`config.mk`:
```
export PLATFORM = sky130hd
export DESIGN_NAME = solar_charge_controller_flat
export DESIGN_NICKNAME = d
export VERILOG_FILES = /design/src/rtl/scc_pkg.sv /design/src/rtl/scc_in_if.sv /design/src/rtl/scc_out_if.sv /design/src/rtl/scc_cfg_regs.sv /design/src/rtl/scc_core.sv /design/src/rtl/solar_charge_controller.sv /design/src/flat_wrapper.sv
export SDC_FILE = /design/constraint.sdc
export NUM_CORES = 1
export LEC_CHECK = 0
export BUFFER_PORTS_ARGS = -buffer_cell sky130_fd_sc_hd__buf_2
export CAP_MARGIN = 20
export CORE_ASPECT_RATIO = 0.6
export CORE_UTILIZATION = 30
export DETAILED_ROUTE_END_ITERATION = 12
export PLACE_DENSITY = 0.42
export SLEW_MARGIN = 20
export SYNTH_ARGS = -nofsm -noshare
export SYNTH_HDL_FRONTEND = slang
export SYNTH_HIERARCHICAL = 1
export SYNTH_SLANG_ARGS = --single-unit
export TNS_END_PERCENT = 100
```
`constraint.sdc`:
```
create_clock -name clk -period 11.1 [get_ports clk]
set_clock_uncertainty 0.05 [all_clocks]
set_input_delay 1.11 -clock clk [delete_from_list [all_inputs] [get_ports clk]]
set_output_delay 1.11 -clock clk [all_outputs]
set_load 0.05 [all_outputs]
```
`src/rtl/scc_pkg.sv`:
```
package scc_pkg;

  localparam int CFG_DATA_W  = 16;
  localparam int CFG_INDEX_W = 3;
  localparam int FULL_W      = 10;

  localparam logic [CFG_INDEX_W-1:0] CFG_FIRST_RUN_MODE   = 3'd0;
  localparam logic [CFG_INDEX_W-1:0] CFG_FULL_LEVEL       = 3'd1;
  localparam logic [CFG_INDEX_W-1:0] CFG_MEASURE_INTERVAL = 3'd2;
  localparam logic [CFG_INDEX_W-1:0] CFG_HOLD_TICKS       = 3'd3;
  localparam logic [CFG_INDEX_W-1:0] CFG_CYCLE_TICKS      = 3'd4;
  localparam logic [CFG_INDEX_W-1:0] CFG_MIN_CYCLES       = 3'd5;

  localparam logic [1:0] STAT_DISCHARGED = 2'd0;
  localparam logic [1:0] STAT_CHARGING   = 2'd1;
  localparam logic [1:0] STAT_CHARGED    = 2'd2;
  localparam logic [1:0] STAT_CHARGED_ALT = 2'd3;

  localparam logic [1:0] IND_STANDBY  = 2'd0;
  localparam logic [1:0] IND_CHARGING = 2'd1;
  localparam logic [1:0] IND_CHARGED  = 2'd2;

  typedef struct packed {
    logic              first_run_mode;
    logic [FULL_W-1:0] full_level;
    logic [7:0]        measure_interval;
    logic [15:0]       hold_ticks;
    logic [15:0]       cycle_ticks;
    logic [7:0]        min_cycles;
  } cfg_t;

  typedef struct packed {
    logic [1:0] status_out;
    logic       charge_enable;
    logic [1:0] indicator;
    logic       blue_pulse;
  } result_t;

endpackage

```
`src/rtl/scc_in_if.sv`:
```
interface scc_in_if #(
  parameter int ADC_BITS = 10
) ();
  logic                valid;
  logic                ready;
  logic                tick;
  logic [ADC_BITS-1:0] battery_sample;
  logic [ADC_BITS-1:0] solar_sample;
  logic [1:0]          status_in;

  modport source (
    output valid, tick, battery_sample, solar_sample, status_in,
    input  ready
  );

  modport sink (
    input  valid, tick, battery_sample, solar_sample, status_in,
    output ready
  );
endinterface

```
`src/rtl/scc_out_if.sv`:
```
interface scc_out_if ();
  logic       valid;
  logic       ready;
  logic [1:0] status_out;
  logic       charge_enable;
  logic [1:0] indicator;
  logic       blue_pulse;

  modport source (
    output valid, status_out, charge_enable, indicator, blue_pulse,
    input  ready
  );

  modport sink (
    input  valid, status_out, charge_enable, indicator, blue_pulse,
    output ready
  );
endinterface

```
`src/rtl/scc_cfg_regs.sv`:
```
module scc_cfg_regs (
  input  logic                               clk,
  input  logic                               rst,
  input  logic                               cfg_we,
  input  logic [scc_pkg::CFG_INDEX_W-1:0]    cfg_index,
  input  logic [scc_pkg::CFG_DATA_W-1:0]     cfg_data,
  output scc_pkg::cfg_t                      cfg
);
  import scc_pkg::*;

  always_ff @(posedge clk) begin
    if (rst) begin
      cfg.first_run_mode   <= 1'b0;
      cfg.full_level       <= 10'd900;
      cfg.measure_interval <= 8'd10;
      cfg.hold_ticks       <= 16'd600;
      cfg.cycle_ticks      <= 16'd600;
      cfg.min_cycles       <= 8'd5;
    end else if (cfg_we) begin
      case (cfg_index)
        CFG_FIRST_RUN_MODE:   cfg.first_run_mode   <= cfg_data[0];
        CFG_FULL_LEVEL:       cfg.full_level       <= cfg_data[FULL_W-1:0];
        CFG_MEASURE_INTERVAL: cfg.measure_interval <= cfg_data[7:0];
        CFG_HOLD_TICKS:       cfg.hold_ticks       <= cfg_data[15:0];
        CFG_CYCLE_TICKS:      cfg.cycle_ticks      <= cfg_data[15:0];
        CFG_MIN_CYCLES:       cfg.min_cycles       <= cfg_data[7:0];
        default: ;
      endcase
    end
  end

endmodule

```
`src/rtl/scc_core.sv`:
```
module scc_core #(
  parameter int ADC_BITS = 10
) (
  input  logic                clk,
  input  logic                rst,
  input  logic                step,
  input  scc_pkg::cfg_t       cfg,
  input  logic                tick,
  input  logic [ADC_BITS-1:0] battery_sample,
  input  logic [ADC_BITS-1:0] solar_sample,
  input  logic [1:0]          status_in,
  output scc_pkg::result_t    result
);
  import scc_pkg::*;

  localparam int CMP_W = (ADC_BITS > FULL_W) ? ADC_BITS : FULL_W;

  logic [7:0]          measure_count, measure_count_next;
  logic [ADC_BITS-1:0] held_battery, held_battery_next;
  logic [ADC_BITS-1:0] held_solar, held_solar_next;
  logic                tick_pending, tick_pending_next;
  logic [15:0]         hold_timer, hold_timer_next;
  logic [ADC_BITS-1:0] peak_battery, peak_battery_next;
  logic [7:0]          cycle_count, cycle_count_next;

  logic [7:0] mc_inc;
  logic       pend;
  logic [1:0] st;

  always_comb begin
    measure_count_next = measure_count;
    held_battery_next  = held_battery;
    held_solar_next    = held_solar;
    tick_pending_next  = tick_pending;
    hold_timer_next    = hold_timer;
    peak_battery_next  = peak_battery;
    cycle_count_next   = cycle_count;
    mc_inc             = measure_count + 8'd1;
    pend               = tick_pending | tick;
    st                 = (status_in == STAT_CHARGED_ALT) ? STAT_CHARGED : status_in;
    result.charge_enable = 1'b0;
    result.indicator     = IND_STANDBY;
    result.blue_pulse    = 1'b0;

    if (tick) begin
      measure_count_next = mc_inc;
      if (mc_inc > cfg.measure_interval) begin
        held_battery_next  = battery_sample;
        held_solar_next    = solar_sample;
        measure_count_next = 8'd0;
      end
    end
    tick_pending_next = pend;

    if (held_solar_next > held_battery_next) begin
      if (st == STAT_CHARGED) begin
        result.indicator = IND_CHARGED;
        if (!cfg.first_run_mode) begin
          hold_timer_next = 16'd0;
        end
      end else begin
        result.charge_enable = 1'b1;
        result.indicator     = IND_CHARGING;
        st                   = STAT_CHARGING;
        if (cfg.first_run_mode) begin
          if (peak_battery < held_battery_next) begin
            peak_battery_next = held_battery_next;
            hold_timer_next   = 16'd0;
            cycle_count_next  = 8'd0;
          end
          if (pend) begin
            tick_pending_next = 1'b0;
            hold_timer_next   = hold_timer_next + 16'd1;
            if (hold_timer_next > cfg.cycle_ticks) begin
              cycle_count_next = cycle_count_next + 8'd1;
              hold_timer_next  = 16'd0;
            end
          end
          if (cycle_count_next > cfg.min_cycles) begin
            st = STAT_CHARGED;
          end
        end else if (CMP_W'(held_battery_next) >= CMP_W'(cfg.full_level) && pend) begin
          tick_pending_next = 1'b0;
          result.blue_pulse = 1'b1;
          hold_timer_next   = hold_timer + 16'd1;
          if (hold_timer_next > cfg.hold_ticks) begin
            st = STAT_CHARGED;
          end
        end
      end
    end else begin
      hold_timer_next = 16'd0;
      if (cfg.first_run_mode) begin
        peak_battery_next = '0;
      end else if (st == STAT_CHARGED) begin
        st = STAT_CHARGING;
      end
    end
    result.status_out = st;
  end

  always_ff @(posedge clk) begin
    if (rst) begin
      measure_count <= 8'd0;
      held_battery  <= '0;
      held_solar    <= '0;
      tick_pending  <= 1'b0;
      hold_timer    <= 16'd0;
      peak_battery  <= '0;
      cycle_count   <= 8'd0;
    end else if (step) begin
      measure_count <= measure_count_next;
      held_battery  <= held_battery_next;
      held_solar    <= held_solar_next;
      tick_pending  <= tick_pending_next;
      hold_timer    <= hold_timer_next;
      peak_battery  <= peak_battery_next;
      cycle_count   <= cycle_count_next;
    end
  end

endmodule

```
`src/rtl/solar_charge_controller.sv`:
```
// Channel  | Dir | Word
// sample   | in  | tick, battery_sample, solar_sample, status_in
// result   | out | status_out, charge_enable, indicator, blue_pulse
// cfg      | in  | cfg_we, cfg_index, cfg_data (write only)
//
// One word per cycle sustained while result.ready holds; a sample passes through
// the input register, then the status logic into the output register.
// rst is synchronous; it clears the pipeline, the measurement and timer state
// and loads the register defaults.
// A stalled result holds in the output register while one more sample waits in
// the input register; sample.ready drops only when both are full.
module solar_charge_controller #(
  parameter int ADC_BITS = 10
) (
  input  logic                            clk,
  input  logic                            rst,
  input  logic                            cfg_we,
  input  logic [scc_pkg::CFG_INDEX_W-1:0] cfg_index,
  input  logic [scc_pkg::CFG_DATA_W-1:0]  cfg_data,
  scc_in_if.sink                          sample,
  scc_out_if.source                       result
);
  import scc_pkg::*;

  cfg_t    cfg;
  result_t step_result;

  logic                s1_valid;
  logic                s1_tick;
  logic [ADC_BITS-1:0] s1_battery;
  logic [ADC_BITS-1:0] s1_solar;
  logic [1:0]          s1_status;
  logic                o_valid;
  result_t             o_word;
  logic                out_free;
  logic                advance;

  assign out_free     = !o_valid || result.ready;
  assign advance      = s1_valid && out_free;
  assign sample.ready = !s1_valid || out_free;

  scc_cfg_regs u_cfg (
    .clk       (clk),
    .rst       (rst),
    .cfg_we    (cfg_we),
    .cfg_index (cfg_index),
    .cfg_data  (cfg_data),
    .cfg       (cfg)
  );

  scc_core #(
    .ADC_BITS (ADC_BITS)
  ) u_core (
    .clk            (clk),
    .rst            (rst),
    .step           (advance),
    .cfg            (cfg),
    .tick           (s1_tick),
    .battery_sample (s1_battery),
    .solar_sample   (s1_solar),
    .status_in      (s1_status),
    .result         (step_result)
  );

  always_ff @(posedge clk) begin
    if (rst) begin
      s1_valid <= 1'b0;
      o_valid  <= 1'b0;
    end else begin
      if (sample.valid && sample.ready) begin
        s1_valid <= 1'b1;
      end else if (advance) begin
        s1_valid <= 1'b0;
      end
      if (advance) begin
        o_valid <= 1'b1;
      end else if (result.ready) begin
        o_valid <= 1'b0;
      end
    end
  end

  always_ff @(posedge clk) begin
    if (sample.valid && sample.ready) begin
      s1_tick    <= sample.tick;
      s1_battery <= sample.battery_sample;
      s1_solar   <= sample.solar_sample;
      s1_status  <= sample.status_in;
    end
    if (advance) begin
      o_word <= step_result;
    end
  end

  assign result.valid         = o_valid;
  assign result.status_out    = o_word.status_out;
  assign result.charge_enable = o_word.charge_enable;
  assign result.indicator     = o_word.indicator;
  assign result.blue_pulse    = o_word.blue_pulse;

endmodule
```
`src/flat_wrapper.sv`:
```
// flat-port wrapper written by rule: the top's interface ports become plain ports
module solar_charge_controller_flat import scc_pkg::*;
#(
  parameter int ADC_BITS = 10
)
  (clk, rst, cfg_we, cfg_index, cfg_data, sample_valid, sample_tick, sample_battery_sample, sample_solar_sample, sample_status_in, sample_ready, result_valid, result_status_out, result_charge_enable, result_indicator, result_blue_pulse, result_ready);
  scc_in_if #(.ADC_BITS(ADC_BITS)) sample_i ();
  scc_out_if result_i ();
  input  logic clk;
  input  logic rst;
  input  logic cfg_we;
  input  logic [scc_pkg::CFG_INDEX_W-1:0] cfg_index;
  input  logic [scc_pkg::CFG_DATA_W-1:0] cfg_data;
  input wire logic [$bits(sample_i.valid)-1:0] sample_valid;
  input wire logic [$bits(sample_i.tick)-1:0] sample_tick;
  input wire logic [$bits(sample_i.battery_sample)-1:0] sample_battery_sample;
  input wire logic [$bits(sample_i.solar_sample)-1:0] sample_solar_sample;
  input wire logic [$bits(sample_i.status_in)-1:0] sample_status_in;
  output wire logic [$bits(sample_i.ready)-1:0] sample_ready;
  output wire logic [$bits(result_i.valid)-1:0] result_valid;
  output wire logic [$bits(result_i.status_out)-1:0] result_status_out;
  output wire logic [$bits(result_i.charge_enable)-1:0] result_charge_enable;
  output wire logic [$bits(result_i.indicator)-1:0] result_indicator;
  output wire logic [$bits(result_i.blue_pulse)-1:0] result_blue_pulse;
  input wire logic [$bits(result_i.ready)-1:0] result_ready;
  assign sample_i.valid = sample_valid;
  assign sample_i.tick = sample_tick;
  assign sample_i.battery_sample = sample_battery_sample;
  assign sample_i.solar_sample = sample_solar_sample;
  assign sample_i.status_in = sample_status_in;
  assign sample_ready = sample_i.ready;
  assign result_valid = result_i.valid;
  assign result_status_out = result_i.status_out;
  assign result_charge_enable = result_i.charge_enable;
  assign result_indicator = result_i.indicator;
  assign result_blue_pulse = result_i.blue_pulse;
  assign result_i.ready = result_ready;
  solar_charge_controller #(.ADC_BITS(ADC_BITS)) u_core (.clk(clk), .rst(rst), .cfg_we(cfg_we), .cfg_index(cfg_index), .cfg_data(cfg_data), .sample(sample_i), .result(result_i));
endmodule
```
---- Yosys cells after proc, flatten, opt, wreduce, memory -nomap -nowiden ----
Index checks and enable logic that the tools add are counted.
Widths: inputs -> output; s select.
word-level totals
  register bits ........................... 153
  bits in latches ......................... 0
  bits in writable memories ............... 0
  ROM bits ................................ 0
  bits of input ports ..................... 47
  output and inout bits ................... 8
  word-level logic and storage cells ...... 121
  memories ................................ 0
operators by class
  add/subtract/negate cells ............... 4
  multiply operators ...................... 0
  divide/modulo/power cells ............... 0
  order comparisons ....................... 7
  equal/unequal tests ..................... 11
  shift-type cells ........................ 0
  multiplexer cells ....................... 50
  bitwise logic cells ..................... 3
  reductions and logical operators ........ 23
operators by type and width
  cell                   number
  $mux 16                11
  $mux 10                9
  $mux 8                 10
  $add 16x1->16 const B  2
  $gt 16x16->1           2
  $mux 2                 10
  $add 8x1->8 const B    2
  $gt 8x8->1             2
  $reduce_and 2->1       7
  $ge 10x10->1           1
  $gt 10x10->1           1
  $lt 10x10->1           1
  $mux 1                 10
  $reduce_bool 2->1      4
  $eq 3x2->1 const B     2
  $eq 3x3->1 const B     2
  $reduce_and 5->1       1
  $eq 2x2->1 const B     2
  $ne 4x1->1 const B     1
  $reduce_and 4->1       1
  $eq 3x1->1 const B     1
  $logic_and 1x1->1      3
  $logic_not 3->1        1
  $ne 3x3->1 const B     1
  8 further kinds        11

---- Longest topological paths before layout ----
Gate-level depths: netlist (run 1).
  depth after elaboration ................. 21
  depth in mapped cells ................... 44
  gate-level depth less buffers ........... 40

---- Modules after synthesis ----
Netlist (run 1), hierarchy kept.
modules (own cells, without submodules)
  module                   times used  cells an instance  area each (sq um)  sequential area each (sq um)
  scc_core                 1           724                5735.5             1261.2
  scc_cfg_regs             1           227                2429.8             1181.1
  solar_charge_controller  1           39                 974.7              910.9

---- Least setup slack after synthesis (run 1) ----
OpenSTA, ideal clock, no wires.
  path kind ............................... register to register
  start point ............................. reg u_core.u_core.measure_count[2]
  end point ............................... reg u_core.o_word (netlist bit u_core/result.status_out[1]), data pin
  setup time .............................. 254 ps
  arrival ................................. 8373 ps
  required time ........................... 10796 ps
  setup slack ............................. 2423 ps
  stages on the path, launching flop included .. 44
  path buffers ............................ 4
  clock period less this slack ............ 8677 ps
  cells stage by stage .................... dfxtp_1 -> and3_1 -> and3_1 -> nand3_1 -> xnor2_1 -> ha_1 -> nand4_2 -> or2_1 -> and3_4 -> nor2_2 -> buf_4 -> buf_2 -> mux2i_1 -> ha_1 -> a21o_1 -> a21o_1 -> or3_1 -> a31o_2 -> [8 not listed] -> nor2_1 -> ha_1 -> nand4_1 -> nor4_1 -> o41ai_1 -> a211oi_2 -> and4_1 -> and3_1 -> xnor2_1 -> nor2_1 -> ha_1 -> a21o_1 -> a21o_1 -> a21oi_1 -> o21ai_0 -> o2111ai_1 -> nand2_1 -> a21o_1
RTL lines
  what                      line                           text
  start: declaration        scc_core.sv:18                 logic [7:0] measure_count, measure_count_next;
  start signal: assignment  scc_core.sv:112                measure_count <= measure_count_next;
  end signal: assignment    solar_charge_controller.sv:91  o_word <= step_result;
  end: declaration          solar_charge_controller.sv:34  result_t o_word;

==> impl_metrics.json, run 1 <==
{
  "outcome": "finished clean",
  "cpMostUsedCell": "ha_1",
  "row_count": 49,
  "syn2layout_area_growth_pct": 12.6,
  "clock_path_buffers": 2,
  "start_kind": "flip-flop",
  "p_clk_share_pct": 44.1,
  "wirelength_um": 25300,
  "p_comb_share_pct": 10.2,
  "cts_made_buffers": 17,
  "max_stage_delay_ns": 0.63,
  "die_w_um": 227,
  "path_clk_slew_ns": 0.06,
  "p_leak_nw": 4.44,
  "fmaxAchievable_mhz": 101,
  "cp-end-kind": "flip-flop",
  "die_area_um2": 31200,
  "worstMarginPinSlew_ns": 0.948,
  "dr.pass1.iters": 5,
  "viasPerCell": 4.86,
  "cts_tree": "yes",
  "ir_drop_mv": 0.0795,
  "num_vias": 7020,
  "postRouteAntennaNets": 0,
  "cts_resized": 0,
  "cts.htree.levels": 4,
  "die_h_um": 137,
  "cts_hold_buf": 0,
  "initial_core_util_pct": 30.5,
  "grt.total_usage_pct": 17.1,
  "synth_top_cells_by_area": "dfxtp_1, ha_1, edfxtp_1",
  "globalRouteOverflowTotal": 0,
  "synthArstFlopShare_pct": 0,
  "grt_setup_unrepaired": "no",
  "crit_type": "flip-flop to flip-flop",
  "clkLatencyLatePin_ns": 0.44,
  "grt_max_degree": 79,
  "first_iter_violations": 460,
  "relSlewSlack_pct": 36.8,
  "wl_per_cell_um": 17.5,
  "required_ns": 11.29,
  "synth_top_area_share_pct": 27.2,
  "synth_edf_count": 29,
  "num_antenna_cells": 0,
  "hold_viol_final": 0,
  "min_period_over_period_pct": 89.1,
  "io_pins": 55,
  "drive_above_1_share_pct": 11.6,
  "final_common_cell": "dfxtp_1",
  "finalSetupViolCount": 0,
  "p_int_mw": 0.971,
  "synth_area_per_cell_um2": 9.23,
  "postSynthCellCount": 990,
  "hold_path_class": "flip-flop to flip-flop",
  "pwr_density_cell_nw_per_um2": 125,
  "grt_pass1_wl_um": 39300,
  "critical-path-slowest-cell": "a211oi_2",
  "root_buffer": "clkbuf_16",
  "core_area_um2": 30000,
  "p_sw_mw": 0.321,
  "synth_warnings": 6,
  "seqPwrFrac_pct": 45.7,
  "yosysTopAreaCell": "dfxtp_1",
  "cap_violations": 0,
  "ys_seq_elements": 153,
  "timing.final.crit_period_ns": 9.90,
  "cts.sinks": 153,
  "nets": 1147,
  "yosysSeqAreaShare_pct": 36.7,
  "grt_antenna_before_repair": 1,
  "synthFlopType": "dfxtp_1",
  "crit_fanout": 23,
  "synth_nets": 1112,
  "final.setup.tns_ns": 0,
  "drc": 0,
  "grt_pass1_vias": 6397,
  "arrival_ns": 10.09,
  "cts_setup_buffers": 0,
  "dp_hpwl_um": 19000,
  "port-buffer-count": 54,
  "yosys.cell_types.count": 85,
  "place_congestion": 0.856,
  "syn-cell-area_um2": 9140,
  "layout_common_cells": "dfxtp_1, nor2_1, mux2i_1, inv_1, ha_1",
  "swShare_pct": 24.8,
  "slew_viol_final": 0,
  "p_total_mw": 1.29
}
-- per-layer routing --
layer	GRT usage, %	wire length, µm	vias up
met5	0	0	-
met4	4.06	209	0
met1	29.2	15500	3291
li1	-	-	3574
met3	5.14	1430	17
met2	18.6	8180	138
-- power by group through the flow --
stage | combinational, mW | sequential, mW | clock (mW)
global route | 0.147 | 0.592 | 0.614
finish | 0.132 | 0.591 | 0.569
detailed placement | 0.132 | 0.603 | 0
global placement | 0.133 | 0.603 | 0
floorplan | 0.0869 | 0.605 | 0
CTS | 0.133 | 0.591 | 0.592
-- through the flow --
stage / cells / util (%) / cell area, µm² / setup WS [ns] / hold slack (ns)
floorplan: 990 / - / 9140 / 2.42 / 0.383
global placement: 1414 / 32.4 / 9730 / 1.52 / 0.403
detailed placement: 1414 / 32.4 / 9730 / 1.23 / 0.403
CTS: 1445 / 34.3 / 10300 / 1.17 / 0.422
global route: 1445 / 34.3 / 10300 / 0.274 / 0.434
finish: 1445 / 34.3 / 10300 / 1.20 / 0.420
-- worst max-delay path: cells and delay by family, from the launching register on --
| kind | cells | cell delay, ns |
|---|---|---|
| compound gates | 12 | 2.94 |
| xor+xnor | 3 | 0.45 |
| fa+ha+maj | 5 | 1.58 |
| buf+inv | 1 | 0.32 |
| flops | 1 | 0.40 |
| mux | 1 | 0.50 |
| simple gates | 18 | 3.46 |
-- sequential cells by signal, summed over array words and instances, names as in the netlist, 8 cells and up --
register / count
u_core/u_core/cycle_count: 8
u_core/u_core/measure_count: 8
u_core/u_core/hold_timer: 16
u_core/s1_battery: 10
u_core/u_core/peak_battery: 10
u_core/u_cfg/cfg: 59
u_core/u_core/held_solar: 10
u_core/u_core/held_battery: 10
u_core/s1_solar: 10
-- synth_stat cells, types with 4 or more instances --
library cell    n
o21ai_1         4
o211ai_1        7
nand4_1        14
or3_1           4
nand3_1        15
nor3_1          5
mux2i_1        84
and2_1          7
nand2b_1       68
o31ai_1         6
or2_2           4
inv_1          79
o2bb2ai_1      10
nand3b_1        6
a211oi_1       12
ha_1           75
and3_1          8
a31oi_1         8
clkbuf_1       22
nor2b_1        22
nor2_1         94
o22ai_1         6
mux2_2          9
o21ai_0        30
a21oi_1        49
buf_2           9
a32o_1          4
a21o_1         13
xnor2_1        23
dfxtp_1       124
o21a_1          8
xor2_1         11
nand2_1        38
edfxtp_1       29
buf_4           8
-- path summary, 6_finish.rpt --
| check | depth (start not counted) | endpoint | from | slack (ns) |
|---|---|---|---|---|
| worst max register to register | 40 | u_core/result.status_out[0] | u_core/u_core/measure_count[2] | 1.20 |
| worst min-delay path | 1 | u_core/u_core/peak_battery[0] | u_core/u_core/peak_battery[0] | 0.42 |
| worst min register to register | 1 | u_core/u_core/peak_battery[0] | u_core/u_core/peak_battery[0] | 0.42 |
| worst max-delay path | 40 | u_core/result.status_out[0] | u_core/u_core/measure_count[2] | 1.20 |
-- layout make-up --
class	instances	area, µm²
Tap cell	408	510
Timing Repair Buffer	61	325
Fill cell	3101	19700
Multi-Input combinational cell	713	5240
Inverter	79	297
Sequential cell	153	3350
Clock inverter	1	30.0
Clock buffer	30	534
-- kinds of logic after synthesis --
kind of cell	count (synthesis)	share of synthesized area [%]
muxes	93	10.3
AOI/OAI and AO/OA	195	14.7
xor gates and xnor gates	34	3.26
buffers and inverters	124	5.98
DFF	153	36.7
adders and majority gates	75	10.3
and+or+nand+nor	316	18.8
Note: power is estimated with default switching activity, not from simulation.
==> run 2, diff against run 1 <==
CORE_UTILIZATION = 25   (was 30)
PLACE_DENSITY = 0.37   (was 0.42)
==> run 2 against run 1 <==
Compared with the run above: design area is 1.2% higher; via count increased by 0.34%; largest power group is now clock; highest routed layer unchanged; hold slack better by 0.0019 ns; die area increased by 20%; worst setup slack improved by 0.51 ns; largest cell class unchanged; combinational power about the same; flip-flop and latch count stayed put; critical path depth stayed put; sequential share of layout area down 0.40 points; clock power increased by 7.9%.
==> impl_metrics.json, run 2 (same netlist as run 1, synthesis figures left out) <==
{
  "grt_pass1_vias": 6553,
  "die_h_um": 150,
  "arrival_ns": 9.58,
  "outcome": "finished clean",
  "slew_viol_final": 0,
  "grt_setup_unrepaired": "no",
  "drive_above_1_share_pct": 12.4,
  "cts_tree": "yes",
  "core_area_um2": 35500,
  "p_leak_nw": 4.46,
  "die_w_um": 249,
  "row_count": 53,
  "regMostFlops": "u_core/u_cfg/cfg",
  "critical-path-slowest-cell": "nor2_2",
  "hold_path_class": "flip-flop to flip-flop",
  "start_kind": "flip-flop",
  "cts.sinks": 153,
  "preCtsSetupSlack_ns": 1.74,
  "relSlewSlack_pct": 34.2,
  "nets": 1149,
  "met3_usage_pct": 3.49,
  "worstMarginPinSlew_ns": 0.978,
  "crit_fanout": 13,
  "crit_type": "flip-flop to flip-flop",
  "timing.final.crit_period_ns": 9.39,
  "cts_hold_buf": 0,
  "path_clk_slew_ns": 0.07,
  "max_stage_delay_ns": 0.56,
  "fmaxAchievable_mhz": 107,
  "final.setup.tns_ns": 0,
  "min_period_over_period_pct": 84.6,
  "num_antenna_cells": 0,
  "cts_made_buffers": 17,
  "p_comb_share_pct": 10.1,
  "p_sw_mw": 0.357,
  "first_iter_violations": 586,
  "root_buffer": "clkbuf_16",
  "p_int_mw": 0.982,
  "cp-end-kind": "flip-flop",
  "top_usage_layer": "met1",
  "layout_common_cells": "dfxtp_1, nor2_1, mux2i_1, inv_1, ha_1",
  "initial_core_util_pct": 25.8,
  "die_area_um2": 37400,
  "grt_antenna_before_repair": 0,
  "grt_util_met2_pct": 16.3,
  "cp-startpoint": "u_core/u_core/measure_count[2]",
  "final_common_cell": "dfxtp_1",
  "finalSetupViolCount": 0,
  "postRouteAntennaNets": 0,
  "grt_max_degree": 71,
  "cts.htree.levels": 4,
  "clkLatencyLatePin_ns": 0.45,
  "dr.pass1.iters": 6,
  "reg_top3": "u_core/u_cfg/cfg (59), u_core/u_core/hold_timer (16)",
  "p_clk_share_pct": 45.8,
  "met1_usage_pct": 26.3,
  "num_vias": 7044,
  "required_ns": 11.29,
  "p_total_mw": 1.34,
  "pwr_density_cell_nw_per_um2": 129,
  "io_pins": 55,
  "syn2layout_area_growth_pct": 14.0,
  "grt_pass1_wl_um": 41800,
  "swShare_pct": 26.7,
  "place_congestion": 0.836,
  "viasPerCell": 4.67,
  "dp_hpwl_um": 20500,
  "cap_violations": 0,
  "cpMostUsedCell": "ha_1",
  "cts_setup_buffers": 0,
  "grt.total_usage_pct": 15.1,
  "wirelength_um": 27300,
  "hold_start": "u_core/u_cfg/cfg[6]",
  "clock_path_buffers": 2,
  "r2r_start": "u_core/u_core/measure_count[2]",
  "setup_slack_ns": 1.71,
  "drc": 0,
  "seqPwrFrac_pct": 44.1,
  "ir_drop_mv": 0.115,
  "wl_per_cell_um": 18.1,
  "globalRouteOverflowTotal": 0,
  "cts_resized": 0,
  "largest_reg_flops": 59,
  "hold_viol_final": 0,
  "port-buffer-count": 54
}
==> run 2: path summary, 6_finish.rpt <==
path | end | slack [ns] | cells past startpoint
worst max-delay path | u_core/result.status_out[0] | 1.71 | 40
worst min-delay path | u_core/u_cfg/cfg[6] | 0.42 | 2
worst max register to register | u_core/result.status_out[0] | 1.71 | 40
worst min register to register | u_core/u_cfg/cfg[6] | 0.42 | 2
==> run 2: through the flow <==
stage	hold slack (ns)	std cells	utilization, %	cell area (µm²)
detailed placement	0.402	1475	27.7	9810
floorplan	0.383	990	-	9140
finish	0.422	1507	29.4	10400
CTS	0.423	1507	29.4	10400
global route	0.431	1507	29.4	10400
global placement	0.404	1475	27.7	9810
==> run 2: final cells by class <==
type | count | area, µm²
clock inverters | 14 | 174
well taps | 467 | 584
clock buffers | 18 | 429
flip-flops and latches | 153 | 3350
fillers | 3716 | 25100
inverters | 79 | 297
multi-input cells | 713 | 5240
repair buffers | 63 | 340
==> run 2: power groups by stage <==
stage	Sequential [mW]	Combinational (mW)	Clock (mW)
4_1_cts	0.591	0.135	0.636
3_5_place_dp	0.603	0.134	0
6_report	0.591	0.135	0.614
5_1_grt	0.592	0.149	0.658
3_3_place_gp	0.604	0.135	0
2_1_floorplan	0.605	0.0869	0
==> run 2: critical path, delay by kind of cell (launching register included) <==
family | cells | cell delay (ns)
buf+inv | 1 | 0.20
xor+xnor | 3 | 0.45
simple gates | 18 | 3.78
flops | 1 | 0.42
compound gates | 12 | 2.18
fa+ha+maj | 5 | 1.56
mux | 1 | 0.51
==> run 2: metal layers <==
| metal | part of all wire [%] | vias to the layer above |
|---|---|---|
| li1 | - | 3581 |
| met1 | 62 | 3318 |
| met2 | 31 | 130 |
| met3 | 5.1 | 15 |
| met4 | 0.94 | 0 |
| met5 | 0 | - |
==> run 3, diff against run 2 <==
clock period = 9.02 ns   (was 11.1 ns; I/O delays follow)
==> run 3 against run 2 <==
Compared with the run above: non-clock buffer count rose by 10; worst setup slack worse by 1.1 ns; die area is the same; sequential power rose by 23%; first-iteration DRC count down 19%; hold slack is essentially flat; critical path type unchanged; largest cell class unchanged; highest routed layer unchanged.
==> impl_metrics.json, run 3 (same netlist as run 1, synthesis figures left out) <==
{
  "final_common_cell": "dfxtp_1",
  "grt_max_degree": 82,
  "num_antenna_cells": 0,
  "nets": 1159,
  "port-buffer-count": 54,
  "cts_tree": "yes",
  "dr.pass1.iters": 5,
  "hold_path_class": "flip-flop to flip-flop",
  "first_iter_violations": 474,
  "start_kind": "flip-flop",
  "grt_pass1_vias": 6551,
  "layout_common_cells": "dfxtp_1, nor2_1, mux2i_1, inv_1, ha_1",
  "grt_pass1_wl_um": 41000,
  "cp-end-kind": "flip-flop",
  "wl_per_cell_um": 17.8,
  "row_count": 53,
  "drc": 0,
  "min_period_over_period_pct": 93.7,
  "final.setup.tns_ns": 0,
  "num_vias": 7031,
  "required_ns": 9.17,
  "finalSetupViolCount": 0,
  "p_leak_nw": 4.55,
  "cts.sinks": 153,
  "path_clk_slew_ns": 0.06,
  "top_usage_layer": "met1",
  "grt.total_usage_pct": 14.7,
  "ir_drop_mv": 0.131,
  "globalRouteOverflowTotal": 0,
  "grt_setup_unrepaired": "no",
  "fin_area_um2": 10600,
  "rrSetupSlack_ns": 0.57,
  "drive_above_1_share_pct": 13.7,
  "grt_antenna_before_repair": 0,
  "die_area_um2": 37400,
  "relSlewSlack_pct": 34.7,
  "crit_type": "flip-flop to flip-flop",
  "timing.final.crit_period_ns": 8.45,
  "dp_cells": 1482,
  "max_stage_delay_ns": 0.40,
  "setup_slack_ns": 0.570,
  "met3_usage_pct": 3.37,
  "swShare_pct": 24.5,
  "clkLatencyLatePin_ns": 0.44,
  "cap_violations": 0,
  "seqPwrFrac_pct": 42.4,
  "p_comb_share_pct": 9.9,
  "fmaxAchievable_mhz": 118,
  "regMostFlops": "u_core/u_cfg/cfg",
  "io_pins": 55,
  "root_buffer": "clkbuf_16",
  "die_h_um": 150,
  "hold_viol_final": 0,
  "p_sw_mw": 0.420,
  "core_area_um2": 35500,
  "cpMostUsedCell": "a21o_1",
  "reg_top3": "u_core/u_cfg/cfg (59), u_core/u_core/hold_timer (16)",
  "outcome": "finished clean",
  "initial_core_util_pct": 25.8,
  "cts_made_buffers": 17,
  "p_total_mw": 1.71,
  "cts.htree.levels": 4,
  "crit_fanout": 10,
  "syn2layout_area_growth_pct": 16.0,
  "placed_area_um2": 9880,
  "grt_util_met2_pct": 16.0,
  "p_clk_share_pct": 47.7,
  "critical-path-slowest-cell": "dfxtp_1",
  "whs_ns": 0.421,
  "preCtsSetupSlack_ns": 0.307,
  "dp_hpwl_um": 20300,
  "viasPerCell": 4.63,
  "p_int_mw": 1.29,
  "clock_path_buffers": 2,
  "arrival_ns": 8.60,
  "final_core_util_pct": 29.9,
  "met1_usage_pct": 25.4,
  "worstMarginPinSlew_ns": 0.979,
  "wirelength_um": 27000,
  "postRouteAntennaNets": 0,
  "place_congestion": 0.829,
  "die_w_um": 249,
  "pwr_density_cell_nw_per_um2": 162,
  "slew_viol_final": 0,
  "stdcell_count": 1517,
  "cts_hold_buf": 0,
  "largest_reg_flops": 59
}
[run 3: per-layer routing]
layer  wire (µm)  up-vias
li1            -     3591
met1       16800     3303
met2        8660      121
met3        1220       16
met4         287        0
met5           0        -
[run 3: final cells by class]
type                            count  area [µm²]
Clock buffer                       26         532
Fill cell                        3728       24900
Clock inverter                      6         130
Inverter                           79         297
Multi-Input combinational cell    713        5270
Sequential cell                   153        3350
Tap cell                          467         584
Timing Repair Buffer               73         440
[run 3: power by group through the flow]
stage	Clock (mW)	Combinational [mW]	Sequential (mW)
6_report	0.817	0.169	0.727
3_3_place_gp	0	0.170	0.742
2_1_floorplan	0	0.107	0.744
5_1_grt	0.870	0.186	0.729
4_1_cts	0.846	0.171	0.727
3_5_place_dp	0	0.170	0.742
[run 3: what timing repair did]
action,CTS,global route
gates resized for setup,0,9
setup buffers,0,3
endpoints found under the setup margin,0,2
[run 3: final timing paths]
check,start,to,depth (start not counted)
setup / recovery,u_core/u_core/measure_count[2],u_core/result.status_out[1],40
hold / removal,u_core/u_core/peak_battery[8],u_core/u_core/peak_battery[8],1
setup reg to reg,u_core/u_core/measure_count[2],u_core/result.status_out[1],40
hold reg to reg,u_core/u_core/peak_battery[8],u_core/u_core/peak_battery[8],1
[run 3: critical path: cells and delay by family (launching register included)]
family                     cells  cell delay (ns)
xor gates and xnor gates       3             0.42
DFF                            1             0.40
adders and majority gates      5             1.48
AOI/OAI and AO/OA             12             2.05
buffers and inverters          1             0.21
and+or+nand+nor               18             3.31
muxes                          1             0.28
